--- src/hw/rtl/s256sh_pkg.sv ---
// shared types, round constants and initial hash values for the sha-256 stream hasher
package s256sh_pkg;

  // eight 32-bit working or hash words, index 0 is word a / H0
  typedef logic [7:0][31:0] s256sh_state_t;

  // control from the sequencer to the message schedule window
  typedef struct packed {
    logic       byte_en;
    logic [7:0] byte_val;
    logic       rnd_en;
  } s256sh_wctl_t;

  localparam logic [7:0][31:0] INIT_H = {
    32'h5be0cd19, 32'h1f83d9ab, 32'h9b05688c, 32'h510e527f,
    32'ha54ff53a, 32'h3c6ef372, 32'hbb67ae85, 32'h6a09e667
  };

  localparam logic [7:0] PAD_MARK = 8'h80;

  function automatic logic [31:0] round_k(input logic [5:0] idx);
    logic [31:0] k;
    case (idx)
      6'd0:  k = 32'h428a2f98;  6'd1:  k = 32'h71374491;
      6'd2:  k = 32'hb5c0fbcf;  6'd3:  k = 32'he9b5dba5;
      6'd4:  k = 32'h3956c25b;  6'd5:  k = 32'h59f111f1;
      6'd6:  k = 32'h923f82a4;  6'd7:  k = 32'hab1c5ed5;
      6'd8:  k = 32'hd807aa98;  6'd9:  k = 32'h12835b01;
      6'd10: k = 32'h243185be;  6'd11: k = 32'h550c7dc3;
      6'd12: k = 32'h72be5d74;  6'd13: k = 32'h80deb1fe;
      6'd14: k = 32'h9bdc06a7;  6'd15: k = 32'hc19bf174;
      6'd16: k = 32'he49b69c1;  6'd17: k = 32'hefbe4786;
      6'd18: k = 32'h0fc19dc6;  6'd19: k = 32'h240ca1cc;
      6'd20: k = 32'h2de92c6f;  6'd21: k = 32'h4a7484aa;
      6'd22: k = 32'h5cb0a9dc;  6'd23: k = 32'h76f988da;
      6'd24: k = 32'h983e5152;  6'd25: k = 32'ha831c66d;
      6'd26: k = 32'hb00327c8;  6'd27: k = 32'hbf597fc7;
      6'd28: k = 32'hc6e00bf3;  6'd29: k = 32'hd5a79147;
      6'd30: k = 32'h06ca6351;  6'd31: k = 32'h14292967;
      6'd32: k = 32'h27b70a85;  6'd33: k = 32'h2e1b2138;
      6'd34: k = 32'h4d2c6dfc;  6'd35: k = 32'h53380d13;
      6'd36: k = 32'h650a7354;  6'd37: k = 32'h766a0abb;
      6'd38: k = 32'h81c2c92e;  6'd39: k = 32'h92722c85;
      6'd40: k = 32'ha2bfe8a1;  6'd41: k = 32'ha81a664b;
      6'd42: k = 32'hc24b8b70;  6'd43: k = 32'hc76c51a3;
      6'd44: k = 32'hd192e819;  6'd45: k = 32'hd6990624;
      6'd46: k = 32'hf40e3585;  6'd47: k = 32'h106aa070;
      6'd48: k = 32'h19a4c116;  6'd49: k = 32'h1e376c08;
      6'd50: k = 32'h2748774c;  6'd51: k = 32'h34b0bcb5;
      6'd52: k = 32'h391c0cb3;  6'd53: k = 32'h4ed8aa4a;
      6'd54: k = 32'h5b9cca4f;  6'd55: k = 32'h682e6ff3;
      6'd56: k = 32'h748f82ee;  6'd57: k = 32'h78a5636f;
      6'd58: k = 32'h84c87814;  6'd59: k = 32'h8cc70208;
      6'd60: k = 32'h90befffa;  6'd61: k = 32'ha4506ceb;
      6'd62: k = 32'hbef9a3f7;  6'd63: k = 32'hc67178f2;
      default: k = 32'h0;
    endcase
    return k;
  endfunction

endpackage

--- src/hw/rtl/s256sh_round.sv ---
// one sha-256 compression round, reused for all 64 rounds of a block
module s256sh_round (
  input  s256sh_pkg::s256sh_state_t v,
  input  logic [31:0]               k,
  input  logic [31:0]               w,
  output s256sh_pkg::s256sh_state_t v_next
);

  logic [31:0] big0, big1, choose, major, t1, t2;

  always_comb begin
    big1   = {v[4][5:0], v[4][31:6]} ^ {v[4][10:0], v[4][31:11]} ^ {v[4][24:0], v[4][31:25]};
    choose = (v[4] & v[5]) ^ (~v[4] & v[6]);
    t1     = v[7] + big1 + choose + k + w;
    big0   = {v[0][1:0], v[0][31:2]} ^ {v[0][12:0], v[0][31:13]} ^ {v[0][21:0], v[0][31:22]};
    major  = (v[0] & v[1]) ^ (v[0] & v[2]) ^ (v[1] & v[2]);
    t2     = big0 + major;
    v_next[7] = v[6];
    v_next[6] = v[5];
    v_next[5] = v[4];
    v_next[4] = v[3] + t1;
    v_next[3] = v[2];
    v_next[2] = v[1];
    v_next[1] = v[0];
    v_next[0] = t1 + t2;
  end

endmodule

--- src/hw/rtl/s256sh_sched.sv ---
// block buffer and message schedule: 16-word sliding window, byte fill and round expansion
module s256sh_sched (
  input  logic                     clk,
  input  s256sh_pkg::s256sh_wctl_t wctl,
  output logic [31:0]              w_cur
);

  logic [31:0] win [16];
  logic [31:0] s0, s1, w_new;

  always_comb begin
    s0    = {win[1][6:0], win[1][31:7]} ^ {win[1][17:0], win[1][31:18]} ^ (win[1] >> 3);
    s1    = {win[14][16:0], win[14][31:17]} ^ {win[14][18:0], win[14][31:19]}
          ^ (win[14] >> 10);
    w_new = win[0] + s0 + win[9] + s1;
  end

  assign w_cur = win[0];

  // bytes shift in big-endian at the tail; rounds slide the window by one word
  always_ff @(posedge clk) begin
    if (wctl.byte_en) begin
      for (int i = 0; i < 15; i++) begin
        win[i] <= {win[i][23:0], win[i+1][31:24]};
      end
      win[15] <= {win[15][23:0], wctl.byte_val};
    end else if (wctl.rnd_en) begin
      for (int i = 0; i < 15; i++) begin
        win[i] <= win[i+1];
      end
      win[15] <= w_new;
    end
  end

endmodule

--- src/hw/rtl/sha256_stream_hasher_unit.sv ---
// top level of the sha-256 stream hasher: sequencer, hash state and digest output buffer
// input: one beat a cycle while idle; a beat that fills the block holds input through the rounds and the add
// end of message: padding bytes shifted in, then rounds and the add per padded block, then the digest load
// digest words leave at one beat a cycle while m_tready is high, once the previous digest has drained
// no new input is taken while a block is padded or compressed; one round unit serves all rounds
// reset: synchronous, active high; clears control, loads initial hash, buffer left as is
module sha256_stream_hasher_unit (
  input  logic        clk,
  input  logic        rst,
  input  logic        s_tvalid,
  output logic        s_tready,
  input  logic [7:0]  s_tdata,   // [7:0] data_byte
  input  logic        s_tuser,   // [0] has_byte
  input  logic        s_tlast,   // end_of_message
  output logic        m_tvalid,
  input  logic        m_tready,
  output logic [39:0] m_tdata,   // [31:0] digest_word, [34:32] word_index, rest zero
  output logic        m_tlast    // last_word
);

  localparam logic [2:0] ST_IDLE  = 3'd0;  // taking input beats
  localparam logic [2:0] ST_ROUND = 3'd1;  // 64 compression rounds
  localparam logic [2:0] ST_FIN   = 3'd2;  // fold working words into hash
  localparam logic [2:0] ST_PAD   = 3'd3;  // shifting padding and length bytes
  localparam logic [2:0] ST_DONE  = 3'd4;  // hand digest to output buffer

  logic [2:0]  state;
  logic [5:0]  fill;          // bytes in the block buffer
  logic [63:0] total;         // message bytes, wraps
  logic [63:0] lenq;          // bit length, shifted out top byte first
  logic        pad_mode;      // end of message seen
  logic        mark_pending;  // 0x80 not yet written
  logic        final_blk;     // current block carries the length
  logic [5:0]  rnd;

  s256sh_pkg::s256sh_state_t h, v, v_round;
  s256sh_pkg::s256sh_wctl_t  wctl;
  logic [31:0] w_cur;
  logic [7:0]  pad_byte;

  // digest output buffer
  logic [31:0] obuf [8];
  logic [3:0]  ocnt;
  logic [2:0]  oidx;

  logic s_fire, m_fire;

  assign s_tready = (state == ST_IDLE);
  assign s_fire   = s_tvalid && s_tready;
  assign m_tvalid = (ocnt != 4'd0);
  assign m_fire   = m_tvalid && m_tready;
  assign m_tdata  = {5'd0, oidx, obuf[0]};
  assign m_tlast  = (oidx == 3'd7);

  // mark first, then zeros, then the length in the last eight bytes of the final block
  always_comb begin
    if (mark_pending) begin
      pad_byte = s256sh_pkg::PAD_MARK;
    end else if (final_blk && fill >= 6'd56) begin
      pad_byte = lenq[63:56];
    end else begin
      pad_byte = 8'd0;
    end
  end

  always_comb begin
    wctl.byte_en  = (s_fire && s_tuser) || (state == ST_PAD);
    wctl.byte_val = (state == ST_PAD) ? pad_byte : s_tdata;
    wctl.rnd_en   = (state == ST_ROUND);
  end

  s256sh_sched u_sched (
    .clk   (clk),
    .wctl  (wctl),
    .w_cur (w_cur)
  );

  s256sh_round u_round (
    .v      (v),
    .k      (s256sh_pkg::round_k(rnd)),
    .w      (w_cur),
    .v_next (v_round)
  );

  always_ff @(posedge clk) begin
    if (rst) begin
      state        <= ST_IDLE;
      fill         <= 6'd0;
      total        <= 64'd0;
      pad_mode     <= 1'b0;
      mark_pending <= 1'b0;
      final_blk    <= 1'b0;
      rnd          <= 6'd0;
      h            <= s256sh_pkg::INIT_H;
      ocnt         <= 4'd0;
      oidx         <= 3'd0;
    end else begin
      case (state)
        ST_IDLE: begin
          if (s_fire) begin
            if (s_tuser) begin
              fill  <= fill + 6'd1;
              total <= total + 64'd1;
            end
            if (s_tlast) begin
              pad_mode     <= 1'b1;
              mark_pending <= 1'b1;
            end
            if (s_tuser && fill == 6'd63) begin
              // block full: compress first, padding follows if the message ended
              v     <= h;
              rnd   <= 6'd0;
              state <= ST_ROUND;
            end else if (s_tlast) begin
              state <= ST_PAD;
            end
          end
        end
        ST_PAD: begin
          fill <= fill + 6'd1;
          if (mark_pending) begin
            mark_pending <= 1'b0;
            // no room for the length behind the mark: one more block
            final_blk    <= (fill <= 6'd55);
            lenq         <= {total[60:0], 3'b000};
          end else if (final_blk && fill >= 6'd56) begin
            lenq <= {lenq[55:0], 8'd0};
          end
          if (fill == 6'd63) begin
            v     <= h;
            rnd   <= 6'd0;
            state <= ST_ROUND;
          end
        end
        ST_ROUND: begin
          v   <= v_round;
          rnd <= rnd + 6'd1;
          if (rnd == 6'd63) begin
            state <= ST_FIN;
          end
        end
        ST_FIN: begin
          for (int i = 0; i < 8; i++) begin
            h[i] <= h[i] + v[i];
          end
          if (!pad_mode) begin
            state <= ST_IDLE;
          end else if (!mark_pending && final_blk) begin
            state <= ST_DONE;
          end else begin
            // mark still to write, or the length block still to come
            if (!mark_pending) begin
              final_blk <= 1'b1;
            end
            state <= ST_PAD;
          end
        end
        ST_DONE: begin
          // wait until the previous digest has drained
          if (ocnt == 4'd0) begin
            for (int i = 0; i < 8; i++) begin
              obuf[i] <= h[i];
            end
            ocnt      <= 4'd8;
            oidx      <= 3'd0;
            h         <= s256sh_pkg::INIT_H;
            total     <= 64'd0;
            pad_mode  <= 1'b0;
            final_blk <= 1'b0;
            state     <= ST_IDLE;
          end
        end
        default: begin
          state <= ST_IDLE;
        end
      endcase

      if (m_fire) begin
        for (int i = 0; i < 7; i++) begin
          obuf[i] <= obuf[i+1];
        end
        ocnt <= ocnt - 4'd1;
        oidx <= oidx + 3'd1;
      end
    end
  end

`ifndef SYNTHESIS
  a_ocnt_range: assert property (@(posedge clk) disable iff (rst) ocnt <= 4'd8)
    else $error("digest buffer count out of range");
  a_round_aligned: assert property (@(posedge clk) disable iff (rst)
    (state == ST_ROUND) |-> (fill == 6'd0))
    else $error("compression started on a partial block");
  a_digest_load: assert property (@(posedge clk) disable iff (rst)
    (state == ST_DONE && ocnt == 4'd0) |=> (ocnt == 4'd8 && oidx == 3'd0))
    else $error("digest not loaded into output buffer");
  a_last_word: assert property (@(posedge clk) disable iff (rst)
    (m_tvalid && m_tlast) |-> (ocnt == 4'd1))
    else $error("last digest word out of step with buffer count");
`endif

endmodule
--- config.mk ---
export PLATFORM = sky130hd
export DESIGN_NAME = sha256_stream_hasher_unit
export DESIGN_NICKNAME = d
export VERILOG_FILES = /design/src/hw/rtl/s256sh_pkg.sv /design/src/hw/rtl/s256sh_round.sv /design/src/hw/rtl/s256sh_sched.sv /design/src/hw/rtl/sha256_stream_hasher_unit.sv
export SDC_FILE = /design/constraint.sdc
export NUM_CORES = 2
export LEC_CHECK = 0
export BUFFER_PORTS_ARGS = -buffer_cell sky130_fd_sc_hd__buf_2
export CAP_MARGIN = 20
export CORE_MARGIN = 3
export CORE_UTILIZATION = 59
export CTS_CLUSTER_DIAMETER = 40
export DETAILED_ROUTE_END_ITERATION = 7
export PLACE_DENSITY = 0.74
export SYNTH_ARGS = -nofsm -noshare
export SYNTH_HDL_FRONTEND = slang
export SYNTH_SLANG_ARGS = --single-unit
--- constraint.sdc ---
create_clock -name clk -period 19.96 [get_ports clk]
set_input_delay 3.992 -clock clk [delete_from_list [all_inputs] [get_ports clk]]
set_output_delay 3.992 -clock clk [all_outputs]
set_load 0.005 [all_outputs]
==> flow_summary_export.csv <==
group,metric,value,unit
run_status,outcome,"finished, final reports clean",
floorplanning,num_io_pins,57,
sta,drv_slew,0,
route,vias,67576,
final_layout,final_common_cell,"nand2_1",
worst_setup_path,crit_family,"compound AO/OA/AOI/OAI gates",
yosys,synth.cell_area,86800,um2
global_route,overflow,0,
yosys,yosysWarnings,0,
route,wire_per_inst,24.1,um
clocking,cts_resized,0,
worst_setup_path,crit_fanout,6,
global_route,antenna_found_initial,5,
clocking,clk_pin_slew_worst_paths,0.06,ns
yosys,synth-edff-count,1085,
sta,fmax,113,MHz
global_route,grt_pass1_vias,66206,
final_layout,n_fill_cell,11524,
yosys,syn_area_per_cell,9.55,um2
sta,slew_headroom,23.9,%
sta,min_period_over_period,44.5,%
worst_setup_path,cp-start-kind,"flop",
sta,max_slew.worst_pin.slew,1.14,ns
clocking,postCtsSetupRepairBufs,0,
worst_hold_path,hold_class,"reg -> reg",
floorplanning,chipWidth,390,um
worst_setup_path,cp_num_buf_inv,5,
clocking,htreeDepth,4,
worst_setup_path,cpPeakStageDelay,0.59,ns
route,wl,266,mm
final_layout,register_area,40100,um2
floorplanning,rows,140,
clocking,clockRootBuffer,"clkbuf_16",
clocking,clock-sinks,1459,
yosys,synth_seq_cells,1459,
route,postRouteAntennaNets,0,
final_layout,multi_input_area,42900,um2
sta,setup_viol,0,
route,via_per_inst,6.12,
global_route,grt_use_total,34.6,%
place,place_congestion,0.982,
final_layout,layout_common_cells,"nand2_1, edfxtp_1, inv_1, o21ai_0, a21oi_1",
route,drt-initial-drc-count,6881,
floorplanning,die-area,152000,um2
sta,final_hold_viol_count,0,
place,port_buffers,51,
sta,fin_skew,0.0532,ns
flow_run,cap_violations,0,
floorplanning,die_y,390,um
clocking,max-clock-path-buffers,3,
route,drc,0,
yosys,synth_cell_type_count,114,
sta,min_period,8.89,ns
clocking,insertion_delay,0.84,ns
place,post-dp-hpwl,185,mm
final_layout,syn2layout_area_growth,10.1,%
worst_setup_path,worstSetupPathType,"reg -> reg",
clocking,cts_tree,"done",
route,dr.pass1.iters,6,
yosys,yosysSeqAreaShare,46.2,%
global_route,grt_max_degree,191,
clocking,cts_buffers,208,
yosys,async_flop_share,0,%
floorplanning,coreArea,146000,um2
worst_setup_path,end_kind,"flop",
clocking,ctsHoldBuffers,0,
worst_setup_path,crit_required,20.50,ns
worst_setup_path,cp_data_arrival_time,9.43,ns
global_route,grt_pass1_wl,403,mm
floorplanning,initial_core_util,59.5,%
sta,rsz0062_at_grt,"no",
final_layout,nets,9534,
worst_setup_path,cpMaxStageDelayCell,"edfxtp_1",
final_layout,drive_gt1_share,9.52,%
sta,finalSetupTns,0,ns
yosys,synthFlopType,"edfxtp_1",
yosys,syn_inst,9093,
==> worst min-delay path, cell delays in order (launching register included) <==
cell,delay [ns]
dfxtp_1,0.33
nand2_1,0.06
o21ai_0,0.06
==> cells in the mapped netlist (all sizes together) (36+ instances only) <==
| master | instances | share of area, % |
|---|---|---|
| xor2 | 258 | 2.6 |
| edfxtp | 1085 | 38 |
| or3 | 43 | 0.31 |
| mux2 | 281 | 3.6 |
| a21o | 209 | 1.8 |
| o211ai | 53 | 0.47 |
| clkbuf | 406 | 1.8 |
| nor2b | 48 | 0.35 |
| o21bai | 45 | 0.39 |
| nand2b | 59 | 0.43 |
| ha | 396 | 5.7 |
| o22ai | 51 | 0.37 |
| dfxtp | 374 | 8.6 |
| and3 | 51 | 0.37 |
| buf | 102 | 0.69 |
| nand3 | 124 | 0.71 |
| inv | 504 | 2.2 |
| nand2 | 2326 | 10 |
| nor2 | 433 | 1.9 |
| fa | 195 | 4.5 |
| nor3 | 101 | 0.60 |
| xnor2 | 362 | 3.7 |
| o31ai | 36 | 0.32 |
| a211oi | 57 | 0.51 |
| a21oi | 461 | 2.7 |
| a31oi | 59 | 0.43 |
| o21a | 56 | 0.48 |
| o21ai | 522 | 3.0 |
==> final cells by class <==
type	count	area share, %
Multi-Input combinational cell	6624	44.8
Sequential cell	1459	41.9
Clock buffer	248	5.89
Tap cell	1917	2.51
Inverter	506	1.99
Clock inverter	148	1.84
Timing Repair Buffer	130	1.00
Antenna cell	4	0.0105
==> metal layers <==
layer | GRT usage, % | vias to the layer above | share of wire [%]
li1 | - | 31073 | -
met1 | 44.8 | 32832 | 40
met2 | 55.9 | 2970 | 47
met3 | 6.36 | 697 | 8.0
met4 | 17.6 | 4 | 5.7
met5 | 0 | - | 0.012
==> state kept, by name, summed over array words and instances, names as in the netlist, 4 cells and up <==
name and flops:
fill 6, h 256, lenq 61, obuf 256, ocnt 4, rnd 6
total 61, u_round.k 32, u_sched.win 512, v 256
==> path summary, 6_finish.rpt <==
check                             end                start  slack [ns]  depth (start not counted)
setup / recovery      v[30]$_DFFE_PP_     v[128]$_DFFE_PP_       11.07                         33
setup reg to reg      v[30]$_DFFE_PP_     v[128]$_DFFE_PP_       11.07                         33
hold reg to reg   h[126]$_SDFFE_PP0P_  h[126]$_SDFFE_PP0P_        0.49                          2
hold / removal    h[126]$_SDFFE_PP0P_  h[126]$_SDFFE_PP0P_        0.49                          2
==> logic make-up after synthesis <==
kind of cell,Yosys count,share of synthesized area [%]
adders and majority gates,595,10.3
AOI/OAI and AO/OA,1768,12.7
DFF,1459,46.2
buffers and inverters,1014,4.64
xor gates and xnor gates,620,6.31
and+or+nand+nor,3325,15.9
other,1,0.00432
muxes,311,3.99
==> through the flow <==
| stage | util [%] | cell area (um2) | hold slack (ns) | instances | setup WS (ns) |
|---|---|---|---|---|---|
| 3_3_place_gp | 60.4 | 88200 | 0.468 | 10635 | 11.33 |
| 3_5_place_dp | 60.4 | 88200 | 0.475 | 10636 | 11.21 |
| 4_1_cts | 65.5 | 95600 | 0.484 | 11032 | 11.21 |
| 5_1_grt | 65.5 | 95600 | 0.500 | 11033 | 10.67 |
| 6_report | 65.5 | 95600 | 0.493 | 11036 | 11.07 |
| 2_1_floorplan | - | 86800 | 0.452 | 9097 | 3.64 |
Power is not shown: default switching activity piles up to over one toggle a cycle in this logic, so the estimate is an artifact.
